<file path="config.mk">
export PLATFORM = sky130hd
export DESIGN_NAME = rms_level_meter_unit
export DESIGN_NICKNAME = d
export VERILOG_FILES = /design/src/sv/rlm_pkg.sv /design/src/sv/rms_level_meter_unit.sv /design/src/sv/rlm_shift_mac.sv
export SDC_FILE = /design/constraint.sdc
export NUM_CORES = 1
export LEC_CHECK = 0
export BUFFER_PORTS_ARGS = -buffer_cell sky130_fd_sc_hd__buf_4
export CORE_ASPECT_RATIO = 1.4
export CORE_MARGIN = 2
export CORE_UTILIZATION = 25
export DETAILED_ROUTE_END_ITERATION = 16
export MAX_ROUTING_LAYER = met4
export REMOVE_ABC_BUFFERS = 1
export SETUP_SLACK_MARGIN = 0.4
export SYNTH_ARGS = -nofsm -noshare
export SYNTH_HDL_FRONTEND = slang
export SYNTH_HIERARCHICAL = 1
export SYNTH_SLANG_ARGS = --single-unit
</file>
<file path="constraint.sdc">
create_clock -name i_clk -period 10.4 [get_ports i_clk]
set_input_delay 1.04 -clock i_clk [delete_from_list [all_inputs] [get_ports i_clk]]
set_output_delay 1.04 -clock i_clk [all_outputs]
set_load 0.005 [all_outputs]
</file>
<file path="src/sv/rlm_pkg.sv">
// ----------------------------------------------------------------------------
// rlm_pkg
// Shared widths, constants and types of the RMS level meter.
// ----------------------------------------------------------------------------
package rlm_pkg;

    localparam int MAX_BLOCK_SAMPLES = 4096;

    localparam int SAMPLE_W   = 16;
    localparam int LEVEL_W    = 7;
    localparam int CNT_OUT_W  = 13;
    localparam int CNT_W      = $clog2(MAX_BLOCK_SAMPLES + 1);

    // full scale 32768, squared: the level compare works in units of 2^30
    localparam int FS_SHIFT   = 2 * (SAMPLE_W - 1);
    localparam int SUM_W      = FS_SHIFT + CNT_W;

    localparam int LEVEL_SCALE = 10000;
    localparam int SCALE_W    = $clog2(LEVEL_SCALE + 1);
    localparam int ACC_W      = SUM_W + SCALE_W;
    localparam int Q_W        = ACC_W - FS_SHIFT;
    localparam int MUL_W      = (SAMPLE_W > SCALE_W) ? SAMPLE_W : SCALE_W;

    localparam int LVL_SQ_W   = 2 * LEVEL_W;
    localparam int PROD_W     = LVL_SQ_W + CNT_W;
    localparam int BIT_W      = $clog2(LEVEL_W);

    localparam logic [LEVEL_W-1:0] LEVEL_MAX = LEVEL_W'(100);

    typedef struct packed {
        logic signed [SAMPLE_W-1:0] sample;
        logic                       last;
    } t_rlm_in;

    typedef struct packed {
        logic [LEVEL_W-1:0]   level;
        logic [CNT_OUT_W-1:0] sample_count;
        logic                 overflow;
    } t_rlm_out;

    typedef enum logic [2:0] {
        ST_IDLE,
        ST_SQUARE,
        ST_SCALE,
        ST_SRCH_SQ,
        ST_SRCH_MUL,
        ST_SRCH_CMP
    } t_rlm_state;

    typedef struct packed {
        logic             load;
        logic [ACC_W-1:0] acc_init;
        logic [ACC_W-1:0] mcand;
        logic [MUL_W-1:0] mplier;
    } t_mac_ctrl;

endpackage

</file>
<file path="src/sv/rms_level_meter_unit.sv">
// ----------------------------------------------------------------------------
// rms_level_meter_unit
// RMS level of a block of signed 16-bit PCM samples, scaled to 0..100.
// ----------------------------------------------------------------------------
// Usage: drive i_data and raise i_start; the sample is taken at a clock edge
// where i_start is high and o_busy is low. The sample marked last closes the
// block. One result per block appears on o_data, marked by o_done for exactly
// one cycle; the receiver has to take it then, there is no back-pressure.
// Each sample is squared by a bit-serial shift-add unit, one magnitude bit per
// cycle: o_busy stays high until the unit has run out of multiplier bits, so
// a zero sample is quickest and a full-scale one slowest. Samples past
// MAX_BLOCK_SAMPLES are not added and only set the overflow flag; o_busy stays
// low for them unless one is the last sample. On the last sample the same
// unit scales the sum by 10000, then a binary search picks the level one bit
// per step, each step through states ST_SRCH_SQ, ST_SRCH_MUL and ST_SRCH_CMP;
// o_done rises in the cycle after the last step, and a new sample may be
// taken in that cycle. The square-and-add loop therefore sets the rate: a new
// sample is taken only once the last one has been added, in an idle cycle.
// Reset (synchronous, active low) clears the sum, count and overflow flag
// and leaves the block idle.
// ----------------------------------------------------------------------------
module rms_level_meter_unit (
    input  logic              i_clk,
    input  logic              i_rst_n,
    input  logic              i_start,
    input  rlm_pkg::t_rlm_in  i_data,
    output logic              o_busy,
    output logic              o_done,
    output rlm_pkg::t_rlm_out o_data
);
    import rlm_pkg::*;

    t_rlm_state r_state, n_state;

    logic [SUM_W-1:0]   r_sum, n_sum;
    logic [CNT_W-1:0]   r_cnt, n_cnt;
    logic               r_ovf, n_ovf;
    logic               r_last, n_last;
    logic [LEVEL_W-1:0] r_k, n_k;
    logic [BIT_W-1:0]   r_bit, n_bit;
    logic [LVL_SQ_W-1:0] r_sq, n_sq;
    logic [PROD_W-1:0]  r_prod, n_prod;
    logic               r_done, n_done;
    logic [LEVEL_W-1:0] r_last_level, n_last_level;
    logic [CNT_OUT_W-1:0] r_out_cnt, n_out_cnt;
    logic               r_out_ovf, n_out_ovf;

    t_mac_ctrl          w_mac;
    logic [ACC_W-1:0]   w_acc;
    logic               w_mac_idle;

    logic               w_accept;
    logic               w_room;
    logic [SAMPLE_W-1:0] w_mag;
    logic [LEVEL_W-1:0] w_trial;
    logic [Q_W-1:0]     w_q;
    logic               w_fit;

    rlm_shift_mac u_mac (
        .i_clk   (i_clk),
        .i_rst_n (i_rst_n),
        .i_ctrl  (w_mac),
        .o_acc   (w_acc),
        .o_idle  (w_mac_idle)
    );

    assign w_accept = i_start && (r_state == ST_IDLE);
    assign w_room   = (r_cnt < CNT_W'(MAX_BLOCK_SAMPLES));
    assign w_mag    = i_data.sample[SAMPLE_W-1] ? (~i_data.sample + SAMPLE_W'(1))
                                                : i_data.sample;
    assign w_trial  = r_k | (LEVEL_W'(1) << r_bit);
    assign w_q      = w_acc[ACC_W-1:FS_SHIFT];
    assign w_fit    = (r_prod <= PROD_W'(w_q)) && (w_trial <= LEVEL_MAX);

    // next state
    always_comb begin
        n_state = r_state;
        unique case (r_state)
            ST_IDLE: begin
                if (w_accept) begin
                    if (w_room) begin
                        n_state = ST_SQUARE;
                    end else if (i_data.last) begin
                        n_state = ST_SCALE;
                    end
                end
            end
            ST_SQUARE: begin
                if (w_mac_idle) begin
                    n_state = r_last ? ST_SCALE : ST_IDLE;
                end
            end
            ST_SCALE: begin
                if (w_mac_idle) begin
                    n_state = ST_SRCH_SQ;
                end
            end
            ST_SRCH_SQ:  n_state = ST_SRCH_MUL;
            ST_SRCH_MUL: n_state = ST_SRCH_CMP;
            ST_SRCH_CMP: begin
                n_state = (r_bit == '0) ? ST_IDLE : ST_SRCH_SQ;
            end
            default:     n_state = ST_IDLE;
        endcase
    end

    // datapath controls
    always_comb begin
        n_sum        = r_sum;
        n_cnt        = r_cnt;
        n_ovf        = r_ovf;
        n_last       = r_last;
        n_k          = r_k;
        n_bit        = r_bit;
        n_sq         = r_sq;
        n_prod       = r_prod;
        n_done       = 1'b0;
        n_last_level = r_last_level;
        n_out_cnt    = r_out_cnt;
        n_out_ovf    = r_out_ovf;
        w_mac        = '0;
        unique case (r_state)
            ST_IDLE: begin
                if (w_accept) begin
                    n_last = i_data.last;
                    n_k    = '0;
                    n_bit  = BIT_W'(LEVEL_W - 1);
                    if (w_room) begin
                        n_cnt          = r_cnt + CNT_W'(1);
                        w_mac.load     = 1'b1;
                        w_mac.acc_init = ACC_W'(r_sum);
                        w_mac.mcand    = ACC_W'(w_mag);
                        w_mac.mplier   = MUL_W'(w_mag);
                    end else begin
                        n_ovf = 1'b1;
                        if (i_data.last) begin
                            // skip the add, scale the sum as it stands
                            w_mac.load   = 1'b1;
                            w_mac.mcand  = ACC_W'(r_sum);
                            w_mac.mplier = MUL_W'(LEVEL_SCALE);
                        end
                    end
                end
            end
            ST_SQUARE: begin
                if (w_mac_idle) begin
                    n_sum = w_acc[SUM_W-1:0];
                    if (r_last) begin
                        w_mac.load   = 1'b1;
                        w_mac.mcand  = w_acc;
                        w_mac.mplier = MUL_W'(LEVEL_SCALE);
                    end
                end
            end
            ST_SCALE: begin
            end
            ST_SRCH_SQ: begin
                n_sq = LVL_SQ_W'(w_trial) * LVL_SQ_W'(w_trial);
            end
            ST_SRCH_MUL: begin
                n_prod = PROD_W'(r_sq) * PROD_W'(r_cnt);
            end
            ST_SRCH_CMP: begin
                if (w_fit) begin
                    n_k = w_trial;
                end
                if (r_bit == '0) begin
                    // close the block: publish and clear
                    n_last_level = w_fit ? w_trial : r_k;
                    n_out_cnt    = CNT_OUT_W'(r_cnt);
                    n_out_ovf    = r_ovf;
                    n_done       = 1'b1;
                    n_sum        = '0;
                    n_cnt        = '0;
                    n_ovf        = 1'b0;
                end else begin
                    n_bit = r_bit - BIT_W'(1);
                end
            end
            default: begin
            end
        endcase
    end

    always_ff @(posedge i_clk) begin
        if (!i_rst_n) begin
            r_state      <= ST_IDLE;
            r_sum        <= '0;
            r_cnt        <= '0;
            r_ovf        <= 1'b0;
            r_done       <= 1'b0;
            r_last_level <= '0;
        end else begin
            r_state      <= n_state;
            r_sum        <= n_sum;
            r_cnt        <= n_cnt;
            r_ovf        <= n_ovf;
            r_done       <= n_done;
            r_last_level <= n_last_level;
        end
        r_last    <= n_last;
        r_k       <= n_k;
        r_bit     <= n_bit;
        r_sq      <= n_sq;
        r_prod    <= n_prod;
        r_out_cnt <= n_out_cnt;
        r_out_ovf <= n_out_ovf;
    end

    assign o_busy              = (r_state != ST_IDLE);
    assign o_done              = r_done;
    assign o_data.level        = r_last_level;
    assign o_data.sample_count = r_out_cnt;
    assign o_data.overflow     = r_out_ovf;

    a_done_idle: assert property (@(posedge i_clk) disable iff (!i_rst_n)
        r_done |-> (r_state == ST_IDLE))
        else $error("result strobe outside idle");

    a_level_max: assert property (@(posedge i_clk) disable iff (!i_rst_n)
        o_done |-> (o_data.level <= LEVEL_MAX))
        else $error("level above full scale");

    a_cnt_limit: assert property (@(posedge i_clk) disable iff (!i_rst_n)
        r_cnt <= CNT_W'(MAX_BLOCK_SAMPLES))
        else $error("sample count past block limit");

    a_done_single: assert property (@(posedge i_clk) disable iff (!i_rst_n)
        o_done |=> !o_done)
        else $error("back-to-back result strobes");

    a_mac_quiet: assert property (@(posedge i_clk) disable iff (!i_rst_n)
        (r_state == ST_IDLE) |-> w_mac_idle)
        else $error("shift-add unit running while idle");

endmodule

</file>
<file path="src/sv/rlm_shift_mac.sv">
// ----------------------------------------------------------------------------
// rlm_shift_mac
// Bit-serial multiply-accumulate: one multiplier bit per cycle.
// ----------------------------------------------------------------------------
module rlm_shift_mac (
    input  logic                       i_clk,
    input  logic                       i_rst_n,
    input  rlm_pkg::t_mac_ctrl         i_ctrl,
    output logic [rlm_pkg::ACC_W-1:0]  o_acc,
    output logic                       o_idle
);
    import rlm_pkg::*;

    logic [ACC_W-1:0] r_acc, n_acc;
    logic [ACC_W-1:0] r_mcand, n_mcand;
    logic [MUL_W-1:0] r_mplier, n_mplier;

    always_comb begin
        n_acc    = r_acc;
        n_mcand  = r_mcand;
        n_mplier = r_mplier;
        if (i_ctrl.load) begin
            n_acc    = i_ctrl.acc_init;
            n_mcand  = i_ctrl.mcand;
            n_mplier = i_ctrl.mplier;
        end else if (r_mplier != '0) begin
            if (r_mplier[0]) begin
                n_acc = r_acc + r_mcand;
            end
            n_mcand  = r_mcand << 1;
            n_mplier = r_mplier >> 1;
        end
    end

    always_ff @(posedge i_clk) begin
        if (!i_rst_n) begin
            r_mplier <= '0;
        end else begin
            r_mplier <= n_mplier;
        end
        r_acc   <= n_acc;
        r_mcand <= n_mcand;
    end

    assign o_acc  = r_acc;
    assign o_idle = (r_mplier == '0);

endmodule
</file>
==> results of run 1 <==
==> registers in the layout (all words and copies together) (netlist names) <==
| name | flops |
|---|---|
| r_out_cnt | 13 |
| o_done | 1 |
| r_last | 1 |
| r_cnt | 13 |
| r_ovf | 1 |
| r_out_ovf | 1 |
| r_prod | 27 |
| r_state | 3 |
| r_sum | 43 |
| r_last_level | 7 |
| r_sq | 13 |
| r_k | 7 |
| u_mac/r_mplier | 16 |
| u_mac/r_mcand | 57 |
| u_mac/o_acc | 57 |
| r_bit | 3 |
==> cells by family after synthesis <==
family	Yosys count	share of synthesized area (%)
DFF	263	31.4
xor gates and xnor gates	104	4.06
muxes	80	3.91
buffers and inverters	382	6.50
other	1	0.0167
and+or+nand+nor	762	16.9
AOI/OAI and AO/OA	485	14.3
adders and majority gates	326	22.9
==> metrics by stage <==
stage                     cells  setup TNS (ns)  instance area, sq um  util [%]
after floorplan            2305         -938.39                 22100         -
after global placement     3551               0                 24000      26.9
after detailed placement   3551               0                 24000      26.9
after CTS                  3603               0                 25000      28.0
after global routing       3603               0                 25000      28.0
final                      3603               0                 25000      28.0
==> final cells by class <==
| type | instances | area [sq um] |
|---|---|---|
| clock inverter | 10 | 151 |
| tap | 1188 | 1490 |
| timing repair buffer | 58 | 448 |
| multi-input combinational | 1778 | 14000 |
| sequential | 263 | 7060 |
| clock buffer | 42 | 813 |
| fill | 9530 | 64300 |
| inverter | 264 | 991 |
==> worst reg2reg max path: stages (launching register included) <==
cell                        delay, ns
sky130_fd_sc_hd__dfxtp_1         0.74
sky130_fd_sc_hd__nand2_1         0.17
sky130_fd_sc_hd__fa_1            0.59
sky130_fd_sc_hd__fa_1            0.44
sky130_fd_sc_hd__fa_1            0.54
sky130_fd_sc_hd__inv_1           0.05
sky130_fd_sc_hd__fa_1            0.48
sky130_fd_sc_hd__inv_1           0.05
sky130_fd_sc_hd__fa_1            0.48
sky130_fd_sc_hd__inv_1           0.04
sky130_fd_sc_hd__ha_1            0.33
sky130_fd_sc_hd__a21oi_1         0.28
sky130_fd_sc_hd__nor2b_1         0.10
sky130_fd_sc_hd__o41ai_1         0.58
sky130_fd_sc_hd__a21oi_1         0.25
sky130_fd_sc_hd__a2bb2oi_1       0.32
sky130_fd_sc_hd__a31oi_1         0.16
sky130_fd_sc_hd__xor2_1          0.17
==> layout by cell type, fill, tap and decap left out, types with 43 or more instances in the layout <==
cell | Yosys | layout
sky130_fd_sc_hd__and2_1 | 147 | 146
sky130_fd_sc_hd__fa_1 | 141 | 141
sky130_fd_sc_hd__nand2_1 | 252 | 250
sky130_fd_sc_hd__xnor2_1 | 61 | 61
sky130_fd_sc_hd__xor2_1 | 43 | 43
sky130_fd_sc_hd__mux2_2 | 62 | 62
sky130_fd_sc_hd__a22oi_1 | 44 | 44
sky130_fd_sc_hd__dfxtp_1 | 84 | 84
sky130_fd_sc_hd__edfxtp_1 | 179 | 179
sky130_fd_sc_hd__buf_4 | 2 | 57
sky130_fd_sc_hd__nor2_1 | 128 | 127
sky130_fd_sc_hd__inv_1 | 262 | 262
sky130_fd_sc_hd__nor2b_1 | 73 | 73
sky130_fd_sc_hd__ha_1 | 185 | 185
sky130_fd_sc_hd__a21oi_1 | 117 | 117
sky130_fd_sc_hd__o21ai_0 | 84 | 83
==> report_power, final <==
group	total (W)	switching [W]	internal [W]
combinational	0.00320	0.00196	0.00124
clock	0.00107	0.000457	0.000617
sequential	0.00180	0.000227	0.00158
total	0.00608	0.00264	0.00343
==> per-layer routing <==
| layer | GRT usage [%] | vias up |
|---|---|---|
| met4 | 4.27 | 0 |
| met1 | 13.8 | 8236 |
| met3 | 1.14 | 102 |
| li1 | - | 8208 |
| met5 | - | - |
| met2 | 23.9 | 248 |
==> worst min-delay path by stage <==
stage	startpoint	endpoint	slack [ns]	cells after the start
after floorplan	r_ovf	r_out_ovf	0.41	0
after global placement	r_ovf	r_out_ovf	0.45	0
after detailed placement	r_ovf	r_out_ovf	0.44	0
after CTS	r_last_level[1]	r_last_level[1]	0.46	2
after global routing	r_ovf	r_out_ovf	0.48	0
final	r_last_level[1]	r_last_level[1]	0.46	2
==> reports/metrics.json, run 1 <==
{
  "synth_warnings": {"value": 6},
  "place_worst_setup_slack": {"value": 4.35, "unit": "ns"},
  "final_max_slew_viol_count": {"value": 0},
  "dr_wl_met2": {"value": 30900, "unit": "um"},
  "layout_min_cycle_time": {"value": 6.04, "unit": "ns"},
  "wl_met1": {"value": 22900, "unit": "um"},
  "antenna_cells_inserted": {"value": 0},
  "holdBufCountCts": {"value": 0},
  "cts-root-to-sink-buffers": {"value": 3},
  "core_area": {"value": 0.0893, "unit": "sq mm"},
  "crit_type": {"value": "register to register"},
  "final-setup-viol-count": {"value": 0},
  "cts_tree": {"value": "done"},
  "drt_first_pass_iters": {"value": 5},
  "worst_slew_pin_slew": {"value": 1.13, "unit": "ns"},
  "cp_data_arrival_time": {"value": 6.36, "unit": "ns"},
  "crit_path_end": {"value": "r_prod[25]"},
  "synth_seq_area_share": {"value": 31.4, "unit": "%"},
  "cp_common_cell": {"value": "sky130_fd_sc_hd__fa_1"},
  "netlist_top_cells_area": {"value": "sky130_fd_sc_hd__edfxtp_1 (24%), sky130_fd_sc_hd__fa_1 (13%), sky130_fd_sc_hd__ha_1 (10%)"},
  "vias": {"value": 16794},
  "netlist.area_leader.share": {"value": 23.9, "unit": "%"},
  "worst-path-buf-inv": {"value": 3},
  "area_growth": {"value": 11.3, "unit": "%"},
  "worst-path-stages": {"value": 17},
  "worst_ir_drop_vdd": {"value": 0.000198, "unit": "V"},
  "num_io_pins": {"value": 43},
  "cts_post_setup_buffers_inserted": {"value": 0},
  "ys_async_sr_fraction": {"value": 0, "unit": "%"},
  "port-buffer-count": {"value": 42},
  "routed_wire_length_per_instance": {"value": 15.9, "unit": "um"},
  "worst-path-max-fanout": {"value": 18},
  "pwr_density_cell": {"value": 243, "unit": "mW/mm^2"},
  "worst_stage_delay_on_the_critical_path": {"value": 0.74, "unit": "ns"},
  "reg2reg_path_depth": {"value": 17},
  "overflow": {"value": 0},
  "dieArea": {"value": 0.0922, "unit": "sq mm"},
  "die-height": {"value": 359, "unit": "um"},
  "synth.lib_cells_used.distinct": {"value": 83},
  "grt_antenna_before_repair": {"value": 0},
  "ctsResizeCount": {"value": 0},
  "dr.first_iter.drc_count": {"value": 817},
  "drc": {"value": 0},
  "rsz_0062_raised_after_global_routing": {"value": "false"},
  "clock_sink_count": {"value": 263},
  "worstSetupStartpoint": {"value": "r_cnt[4]"},
  "worst_path_max_delay_cell": {"value": "sky130_fd_sc_hd__dfxtp_1"},
  "number_of_enable_flip_flop_cells_after_synthesis": {"value": 179},
  "crit_path_start_kind": {"value": "register"},
  "h-tree-depth": {"value": 1},
  "final_setup_skew": {"value": 0.0331, "unit": "ns"},
  "postRouteWirelength": {"value": 57200, "unit": "um"},
  "timing.critical_path.max_delay_family": {"value": "adder cells"},
  "dr.max_layer_used": {"value": "met4"},
  "synthTopCellsByCount": {"value": "sky130_fd_sc_hd__inv_1 (262), sky130_fd_sc_hd__nand2_1 (252), sky130_fd_sc_hd__ha_1 (185)"},
  "design_power_total": {"value": 0.00608, "unit": "W"},
  "row_count": {"value": 130},
  "grt_pass1_wl": {"value": 92100, "unit": "um"},
  "yosys_register_bits": {"value": 263},
  "layout-drive-gt1-share": {"value": 7.83, "unit": "%"},
  "rrSetupSlack": {"value": 4.36, "unit": "ns"},
  "power.static_leakage": {"value": 10.5, "unit": "nW"},
  "path_cells": {"value": "nand2_1, fa_1, fa_1, fa_1, inv_1, fa_1, inv_1, fa_1, inv_1, ha_1, a21oi_1, nor2b_1, o41ai_1, a21oi_1, a2bb2oi_1, a31oi_1, xor2_1"},
  "clkLatencyLatePin": {"value": 0.60, "unit": "ns"},
  "yosysMostFrequentCell": {"value": "sky130_fd_sc_hd__inv_1"},
  "syn-cell-area": {"value": 0.0224, "unit": "sq mm"},
  "ctsRootBufferMaster": {"value": "sky130_fd_sc_hd__clkbuf_16"},
  "gpl.final_weighted_congestion": {"value": 0.890},
  "globalRouteTotalUtil": {"value": 12.6, "unit": "%"},
  "finish.net_count": {"value": 2739},
  "critPathCaptureType": {"value": "register"},
  "slew_headroom": {"value": 24.5, "unit": "%"},
  "drt.antenna.violating_nets": {"value": 0},
  "path_clk_slew": {"value": 0.07, "unit": "ns"},
  "via_count_of_the_first_global_routing_pass": {"value": 17031},
  "yosys_most_used_dff": {"value": "sky130_fd_sc_hd__edfxtp_1"},
  "outcome": {"value": "complete, no violations"},
  "required_time_at_the_worst_slack_endpoint": {"value": 10.72, "unit": "ns"},
  "cts_buffers": {"value": 28},
  "routed-wl-met3": {"value": 1480, "unit": "um"},
  "final.period_utilization": {"value": 58.1, "unit": "%"},
  "largest_net_degree_at_the_start_of_global_routing": {"value": 174},
  "synth_area_per_cell": {"value": 9.34, "unit": "sq um"},
  "finalHoldWorstSlack": {"value": 0.457, "unit": "ns"},
  "timing.hold.worst.class": {"value": "register to register"},
  "timing.rr.start": {"value": "r_cnt[4]"},
  "yosysTopAreaCell": {"value": "sky130_fd_sc_hd__edfxtp_1"},
  "dp.final_hpwl": {"value": 42600, "unit": "um"},
  "post_route_setup_slack": {"value": 4.36, "unit": "ns"},
  "netlist_instances": {"value": 2403},
  "initial_utilization": {"value": 25.1, "unit": "%"},
  "floorplan.die.width": {"value": 257, "unit": "um"},
  "r2r-end": {"value": "r_prod[25]"},
  "max_freq": {"value": 166, "unit": "MHz"},
  "timing_hold_violations_final": {"value": 0},
  "maxCapViolCount": {"value": 0},
  "post_drt_via_cell_ratio": {"value": 4.66}
}
Note: power is estimated with default switching activity, not from simulation.
==> run 2, diff against run 1 <==
==> constraint.sdc (replaced) <==
create_clock -name i_clk -period 4.85 [get_ports i_clk]
set_input_delay 0.485 -clock i_clk [delete_from_list [all_inputs] [get_ports i_clk]]
set_output_delay 0.485 -clock i_clk [all_outputs]
set_load 0.005 [all_outputs]
==> run 2 against run 1 <==
The flow now finishes with violations (negative setup slack); worst hold slack worse by 0.35 ns; count of clock-buffer cells in the layout down 2; die area unchanged; global-route usage up 0.48 points; critical endpoint is now r_prod[26].
==> reports/metrics.json, run 2 (same netlist as run 1, synthesis figures left out) <==
{
  "clkLatencyLatePin": {"value": 0.60, "unit": "ns"},
  "antenna_cells_inserted": {"value": 0},
  "layout.cells.most_common": {"value": "sky130_fd_sc_hd__nand2_1"},
  "row_count": {"value": 130},
  "dr_wl_met2": {"value": 32600, "unit": "um"},
  "ctsRootBufferMaster": {"value": "sky130_fd_sc_hd__clkbuf_16"},
  "wl_met1": {"value": 23400, "unit": "um"},
  "cp_data_arrival_time": {"value": 5.66, "unit": "ns"},
  "rsz_0062_raised_after_global_routing": {"value": "true"},
  "dieArea": {"value": 0.0922, "unit": "sq mm"},
  "final_max_slew_viol_count": {"value": 0},
  "cts_tree": {"value": "done"},
  "worst-path-max-fanout": {"value": 4},
  "max_freq": {"value": 191, "unit": "MHz"},
  "placement.cell_area": {"value": 0.0251, "unit": "sq mm"},
  "drt_first_pass_iters": {"value": 5},
  "port-buffer-count": {"value": 42},
  "num_io_pins": {"value": 43},
  "timing_hold_violations_final": {"value": 0},
  "sequentialPowerShare": {"value": 28.1, "unit": "%"},
  "routed_wire_length_per_instance": {"value": 15.9, "unit": "um"},
  "h-tree-depth": {"value": 1},
  "final-setup-viol-count": {"value": 14},
  "core_area": {"value": 0.0893, "unit": "sq mm"},
  "layout.cells.most_common_list": {"value": "sky130_fd_sc_hd__nand2_1 (247), sky130_fd_sc_hd__inv_1 (246), sky130_fd_sc_hd__buf_4 (199)"},
  "via_count_of_the_first_global_routing_pass": {"value": 18204},
  "internal-power": {"value": 0.00775, "unit": "W"},
  "crit_type": {"value": "register to register"},
  "vias": {"value": 17584},
  "cts_buffers": {"value": 29},
  "place_worst_setup_slack": {"value": -0.720, "unit": "ns"},
  "die-height": {"value": 359, "unit": "um"},
  "total_area_of_sequential_cells": {"value": 0.00707, "unit": "sq mm"},
  "pwr_density_cell": {"value": 505, "unit": "mW/mm^2"},
  "dp.final_hpwl": {"value": 44700, "unit": "um"},
  "drc": {"value": 0},
  "timing.hold.worst.class": {"value": "input port to register"},
  "power.share.combinational": {"value": 55.5, "unit": "%"},
  "power.switching": {"value": 0.00592, "unit": "W"},
  "path_clk_slew": {"value": 0.06, "unit": "ns"},
  "floorplan.die.width": {"value": 257, "unit": "um"},
  "power.clock.fraction": {"value": 16.4, "unit": "%"},
  "dr.max_layer_used": {"value": "met4"},
  "area_growth": {"value": 20.6, "unit": "%"},
  "cts-root-to-sink-buffers": {"value": 3},
  "outcome": {"value": "finished with violations"},
  "post_route_setup_slack": {"value": -0.390, "unit": "ns"},
  "design_power_total": {"value": 0.0137, "unit": "W"},
  "fillers": {"value": 9264},
  "power.static_leakage": {"value": 11.5, "unit": "nW"},
  "finish.net_count": {"value": 2915},
  "largest_net_degree_at_the_start_of_global_routing": {"value": 95},
  "routed-wl-met3": {"value": 1330, "unit": "um"},
  "share_of_total_power_consumed_by_net_switching": {"value": 43.3, "unit": "%"},
  "gpl.final_weighted_congestion": {"value": 0.885},
  "clock_sink_count": {"value": 263},
  "postRouteWirelength": {"value": 59900, "unit": "um"},
  "grt_antenna_before_repair": {"value": 0},
  "required_time_at_the_worst_slack_endpoint": {"value": 5.27, "unit": "ns"},
  "drt.antenna.violating_nets": {"value": 0},
  "final_setup_skew": {"value": 0.0202, "unit": "ns"},
  "worst_slew_pin_slew": {"value": 1.14, "unit": "ns"},
  "layout_min_cycle_time": {"value": 5.24, "unit": "ns"},
  "slew_headroom": {"value": 23.9, "unit": "%"},
  "dp_cells": {"value": 3690},
  "post_drt_via_cell_ratio": {"value": 4.65},
  "final_area": {"value": 0.0271, "unit": "sq mm"},
  "multi_input_logic_area": {"value": 0.0147, "unit": "sq mm"},
  "critPathCaptureType": {"value": "register"},
  "maxCapViolCount": {"value": 0},
  "final_cell_count_no_fill": {"value": 3778},
  "globalRouteTotalUtil": {"value": 13.1, "unit": "%"},
  "crit_path_start_kind": {"value": "register"},
  "layout-drive-gt1-share": {"value": 18.6, "unit": "%"},
  "violations_in_the_final_reports": {"value": "negative setup slack"},
  "grt_pass1_wl": {"value": 95500, "unit": "um"},
  "dr.first_iter.drc_count": {"value": 891},
  "overflow": {"value": 0},
  "worst_ir_drop_vdd": {"value": 0.000423, "unit": "V"},
  "final.period_utilization": {"value": 108, "unit": "%"},
  "initial_utilization": {"value": 25.1, "unit": "%"}
}
run 2: cell count changes in the layout (fill, tap and decap cells not counted), sizes merged:
cell,before,now
buf,58,233
bufinv,3,1
clkbuf,42,40
clkinv,8,11
clkinvlp,0,1
run 2: metal layers:
metal	GRT usage, %	vias to the layer above
met4	5.77	0
met1	13.7	8624
met2	25.1	275
met3	1.05	112
li1	-	8573
met5	-	-
run 2: stage by stage:
step	utilization (%)	hold slack, ns	TNS (ns)
after floorplan	-	0.409	-2206.39
final	30.3	0.112	-3.08
after detailed placement	28.1	0.425	-6.10
after global placement	28.1	0.426	-5.41
after global routing	30.3	0.0957	-5.56
after CTS	30.0	0.0777	-2.82
run 2: repair_timing:
action,4_1_cts,5_1_grt
setup endpoints to repair,25,26
hold endpoints to repair,0,0
gates resized for setup,128,48
hold buffers,0,0
pin swaps,57,40
setup buffers,27,9
run 2: layout make-up:
type / instances / share of cell area (%)
multi-input cells: 1778 / 54.2
flip-flops and latches: 263 / 26.1
repair buffers: 233 / 7.09
well taps: 1188 / 5.49
inverters: 264 / 3.66
clock buffers: 40 / 3.06
clock inverters: 12 / 0.365
run 2: power groups by stage:
stage,Combinational (W),Clock (W),Sequential (W)
after detailed placement,0.00711,0,0.00388
after global placement,0.00705,0,0.00388
final,0.00759,0.00224,0.00384
after CTS,0.00747,0.00231,0.00384
after floorplan,0.00530,0,0.00373
after global routing,0.00837,0.00237,0.00392
run 2: path summary, 6_finish.rpt:
check | slack [ns] | startpoint | cells past startpoint | to
setup / recovery | -0.39 | r_sq[8] | 18 | r_prod[26]
hold / removal | 0.11 | i_data[0] | 1 | r_last
setup reg to reg | -0.39 | r_sq[8] | 18 | r_prod[26]
hold reg to reg | 0.45 | r_ovf | 0 | r_out_ovf
run 2: critical path, stage by stage (launching register included):
cell	delay [ns]
sky130_fd_sc_hd__edfxtp_1	0.45
sky130_fd_sc_hd__and2_4	0.18
sky130_fd_sc_hd__fa_1	0.53
sky130_fd_sc_hd__inv_1	0.05
sky130_fd_sc_hd__fa_1	0.47
sky130_fd_sc_hd__inv_1	0.05
sky130_fd_sc_hd__fa_1	0.48
sky130_fd_sc_hd__fa_1	0.54
sky130_fd_sc_hd__inv_1	0.05
sky130_fd_sc_hd__fa_1	0.49
sky130_fd_sc_hd__inv_2	0.05
sky130_fd_sc_hd__ha_4	0.24
sky130_fd_sc_hd__a21oi_4	0.21
sky130_fd_sc_hd__o211a_1	0.23
sky130_fd_sc_hd__a211o_1	0.20
sky130_fd_sc_hd__a21oi_4	0.08
sky130_fd_sc_hd__o22a_1	0.20
sky130_fd_sc_hd__or4_1	0.47
sky130_fd_sc_hd__o311ai_1	0.10
==> run 3, diff against run 2 <==
--- a/config.mk
+++ b/config.mk
@@ -9,9 +9,10 @@
 export CORE_ASPECT_RATIO = 1.4
 export CORE_MARGIN = 2
 export CORE_UTILIZATION = 25
+export CTS_CLUSTER_DIAMETER = 80
 export DETAILED_ROUTE_END_ITERATION = 16
 export MAX_ROUTING_LAYER = met4
-export REMOVE_ABC_BUFFERS = 1
+export PLACE_DENSITY = 0.5
 export SETUP_SLACK_MARGIN = 0.4
 export SYNTH_ARGS = -nofsm -noshare
 export SYNTH_HDL_FRONTEND = slang
==> run 3 against run 2 <==
The flow still finishes with violations (negative setup slack); die area unchanged; cell count decreased by 0.19%; count of clock-buffer cells in the layout increased by 12; sequential share of layout area increased by 0.058 points; worst setup slack improved by 0.018 ns; critical endpoint unchanged; largest cell class unchanged; highest routed layer unchanged.
==> reports/metrics.json, run 3 (same netlist as run 1, synthesis figures left out) <==
{
  "outcome": {"value": "finished with violations"},
  "violations_in_the_final_reports": {"value": "negative setup slack"},
  "timing.hold.worst.class": {"value": "input port to register"},
  "path_clk_slew": {"value": 0.06, "unit": "ns"},
  "dp.final_hpwl": {"value": 46700, "unit": "um"},
  "final_cell_count_no_fill": {"value": 3771},
  "overflow": {"value": 0},
  "cts_buffers": {"value": 34},
  "layout-drive-gt1-share": {"value": 17.5, "unit": "%"},
  "port-buffer-count": {"value": 42},
  "rsz_0062_raised_after_global_routing": {"value": "true"},
  "postRouteWirelength": {"value": 61600, "unit": "um"},
  "globalRouteTotalUtil": {"value": 13.7, "unit": "%"},
  "post_route_setup_slack": {"value": -0.372, "unit": "ns"},
  "path_cells": {"value": "buf_4, nand2_1, fa_1, inv_1, fa_1, fa_1, fa_1, inv_1, fa_1, inv_1, ha_4, a21o_1, a21o_1, or3_1, o22a_1, or4_1, o311ai_1"},
  "worst_ir_drop_vdd": {"value": 0.000434, "unit": "V"},
  "final.period_utilization": {"value": 108, "unit": "%"},
  "holdBufCountCts": {"value": 0},
  "cp_data_arrival_time": {"value": 5.59, "unit": "ns"},
  "core_area": {"value": 0.0893, "unit": "sq mm"},
  "pwr_density_cell": {"value": 518, "unit": "mW/mm^2"},
  "post-route-util": {"value": 30.2, "unit": "%"},
  "timing_hold_violations_final": {"value": 0},
  "fillers": {"value": 9374},
  "timing.critical_path.max_delay_family": {"value": "adder cells"},
  "max_freq": {"value": 191, "unit": "MHz"},
  "required_time_at_the_worst_slack_endpoint": {"value": 5.22, "unit": "ns"},
  "place_worst_setup_slack": {"value": -0.445, "unit": "ns"},
  "crit_path_start_kind": {"value": "register"},
  "drt.antenna.violating_nets": {"value": 0},
  "maxCapViolCount": {"value": 0},
  "area_growth": {"value": 20.2, "unit": "%"},
  "routed_wire_length_per_instance": {"value": 16.3, "unit": "um"},
  "cts_tree": {"value": "done"},
  "worst-path-buf-inv": {"value": 4},
  "dr.first_iter.drc_count": {"value": 729},
  "via_count_of_the_first_global_routing_pass": {"value": 18117},
  "gpl.final_weighted_congestion": {"value": 0.853},
  "slew_headroom": {"value": 27.5, "unit": "%"},
  "final-setup-viol-count": {"value": 10},
  "power.static_leakage": {"value": 11.5, "unit": "nW"},
  "dieArea": {"value": 0.0922, "unit": "sq mm"},
  "worst-path-max-fanout": {"value": 5},
  "final_setup_skew": {"value": 0.0228, "unit": "ns"},
  "clock_sink_count": {"value": 263},
  "initial_utilization": {"value": 25.1, "unit": "%"},
  "h-tree-depth": {"value": 2},
  "row_count": {"value": 130},
  "largest_net_degree_at_the_start_of_global_routing": {"value": 75},
  "floorplan.die.width": {"value": 257, "unit": "um"},
  "cp_common_cell": {"value": "sky130_fd_sc_hd__fa_1"},
  "ctsRootBufferMaster": {"value": "sky130_fd_sc_hd__clkbuf_16"},
  "grt_pass1_wl": {"value": 97800, "unit": "um"},
  "worst_stage_delay_on_the_critical_path": {"value": 0.54, "unit": "ns"},
  "clkLatencyLatePin": {"value": 0.55, "unit": "ns"},
  "finish.net_count": {"value": 2900},
  "final_max_slew_viol_count": {"value": 0},
  "worst_slew_pin_slew": {"value": 1.09, "unit": "ns"},
  "die-height": {"value": 359, "unit": "um"},
  "cts-root-to-sink-buffers": {"value": 3},
  "layout.cells.most_common_list": {"value": "sky130_fd_sc_hd__nand2_1 (247), sky130_fd_sc_hd__inv_1 (247), sky130_fd_sc_hd__buf_4 (193)"},
  "design_power_total": {"value": 0.0140, "unit": "W"},
  "worst_path_max_delay_cell": {"value": "sky130_fd_sc_hd__fa_1"},
  "finalHoldWorstSlack": {"value": 0.130, "unit": "ns"},
  "layout_min_cycle_time": {"value": 5.22, "unit": "ns"},
  "grt_antenna_before_repair": {"value": 3},
  "post_drt_via_cell_ratio": {"value": 4.56},
  "critPathCaptureType": {"value": "register"},
  "drc": {"value": 0},
  "dp_cells": {"value": 3682},
  "drt_first_pass_iters": {"value": 5},
  "num_io_pins": {"value": 43},
  "vias": {"value": 17214},
  "crit_type": {"value": "register to register"}
}
[run 3: changes by cell type in the layout (fill, tap and decap cells not counted), moves of 4 or more]
cell	delta
sky130_fd_sc_hd__buf_4	-6
sky130_fd_sc_hd__dfxtp_1	+5
sky130_fd_sc_hd__clkbuf_16	+4
sky130_fd_sc_hd__fa_1	+4
sky130_fd_sc_hd__fa_2	-4
sky130_fd_sc_hd__buf_6	-13
sky130_fd_sc_hd__clkbuf_1	+5
sky130_fd_sc_hd__dfxtp_2	-4
[run 3: path summary, 6_finish.rpt]
path | start | endpoint | slack (ns) | cells past startpoint
max | r_sq[10] | r_prod[26] | -0.37 | 17
min | i_data[0] | r_last | 0.13 | 1
max reg2reg | r_sq[10] | r_prod[26] | -0.37 | 17
min reg2reg | r_ovf | r_out_ovf | 0.45 | 0
[run 3: report_power, final]
group          switching [W]  total (W)  internal (W)
Combinational        0.00451    0.00759       0.00307
Sequential          0.000466    0.00385       0.00338
Clock                0.00105    0.00253       0.00148
Total                0.00603     0.0140       0.00794
[run 3: area by class of cell]
class	instances	area, sq um	area share (%)
flip-flops and latches	263	7060	26.2
inverters	264	991	3.67
multi-input cells	1778	14600	54.2
clock buffers	52	990	3.67
well taps	1188	1490	5.51
diodes	3	7.51	0.0278
clock inverters	10	105	0.390
repair buffers	213	1710	6.34
[run 3: routing by layer]
layer / GRT usage [%] / wire (um) / vias up
met2: 24.9 / 31900 / 238
met1: 15.1 / 25600 / 8329
li1: - / - / 8549
met3: 2.10 / 1950 / 98
met5: - / 0 / -
met4: 5.08 / 2120 / 0
[run 3: per-stage QoR]
| step | instance area [sq um] | TNS (ns) |
|---|---|---|
| 3_3_place_gp | 25300 | -3.17 |
| 4_1_cts | 26800 | -2.99 |
| 2_1_floorplan | 23000 | -0.741 |
| 3_5_place_dp | 25300 | -3.42 |
| 6_report | 27000 | -2.39 |
| 5_1_grt | 27000 | -5.38 |
[run 3: repair_timing]
| item | 4_1_cts | 5_1_grt |
|---|---|---|
| setup buffers | 20 | 4 |
| gates resized for setup | 39 | 45 |
| hold endpoints to repair | 0 | 0 |
| pin swaps | 30 | 18 |
| setup endpoints to repair | 24 | 25 |
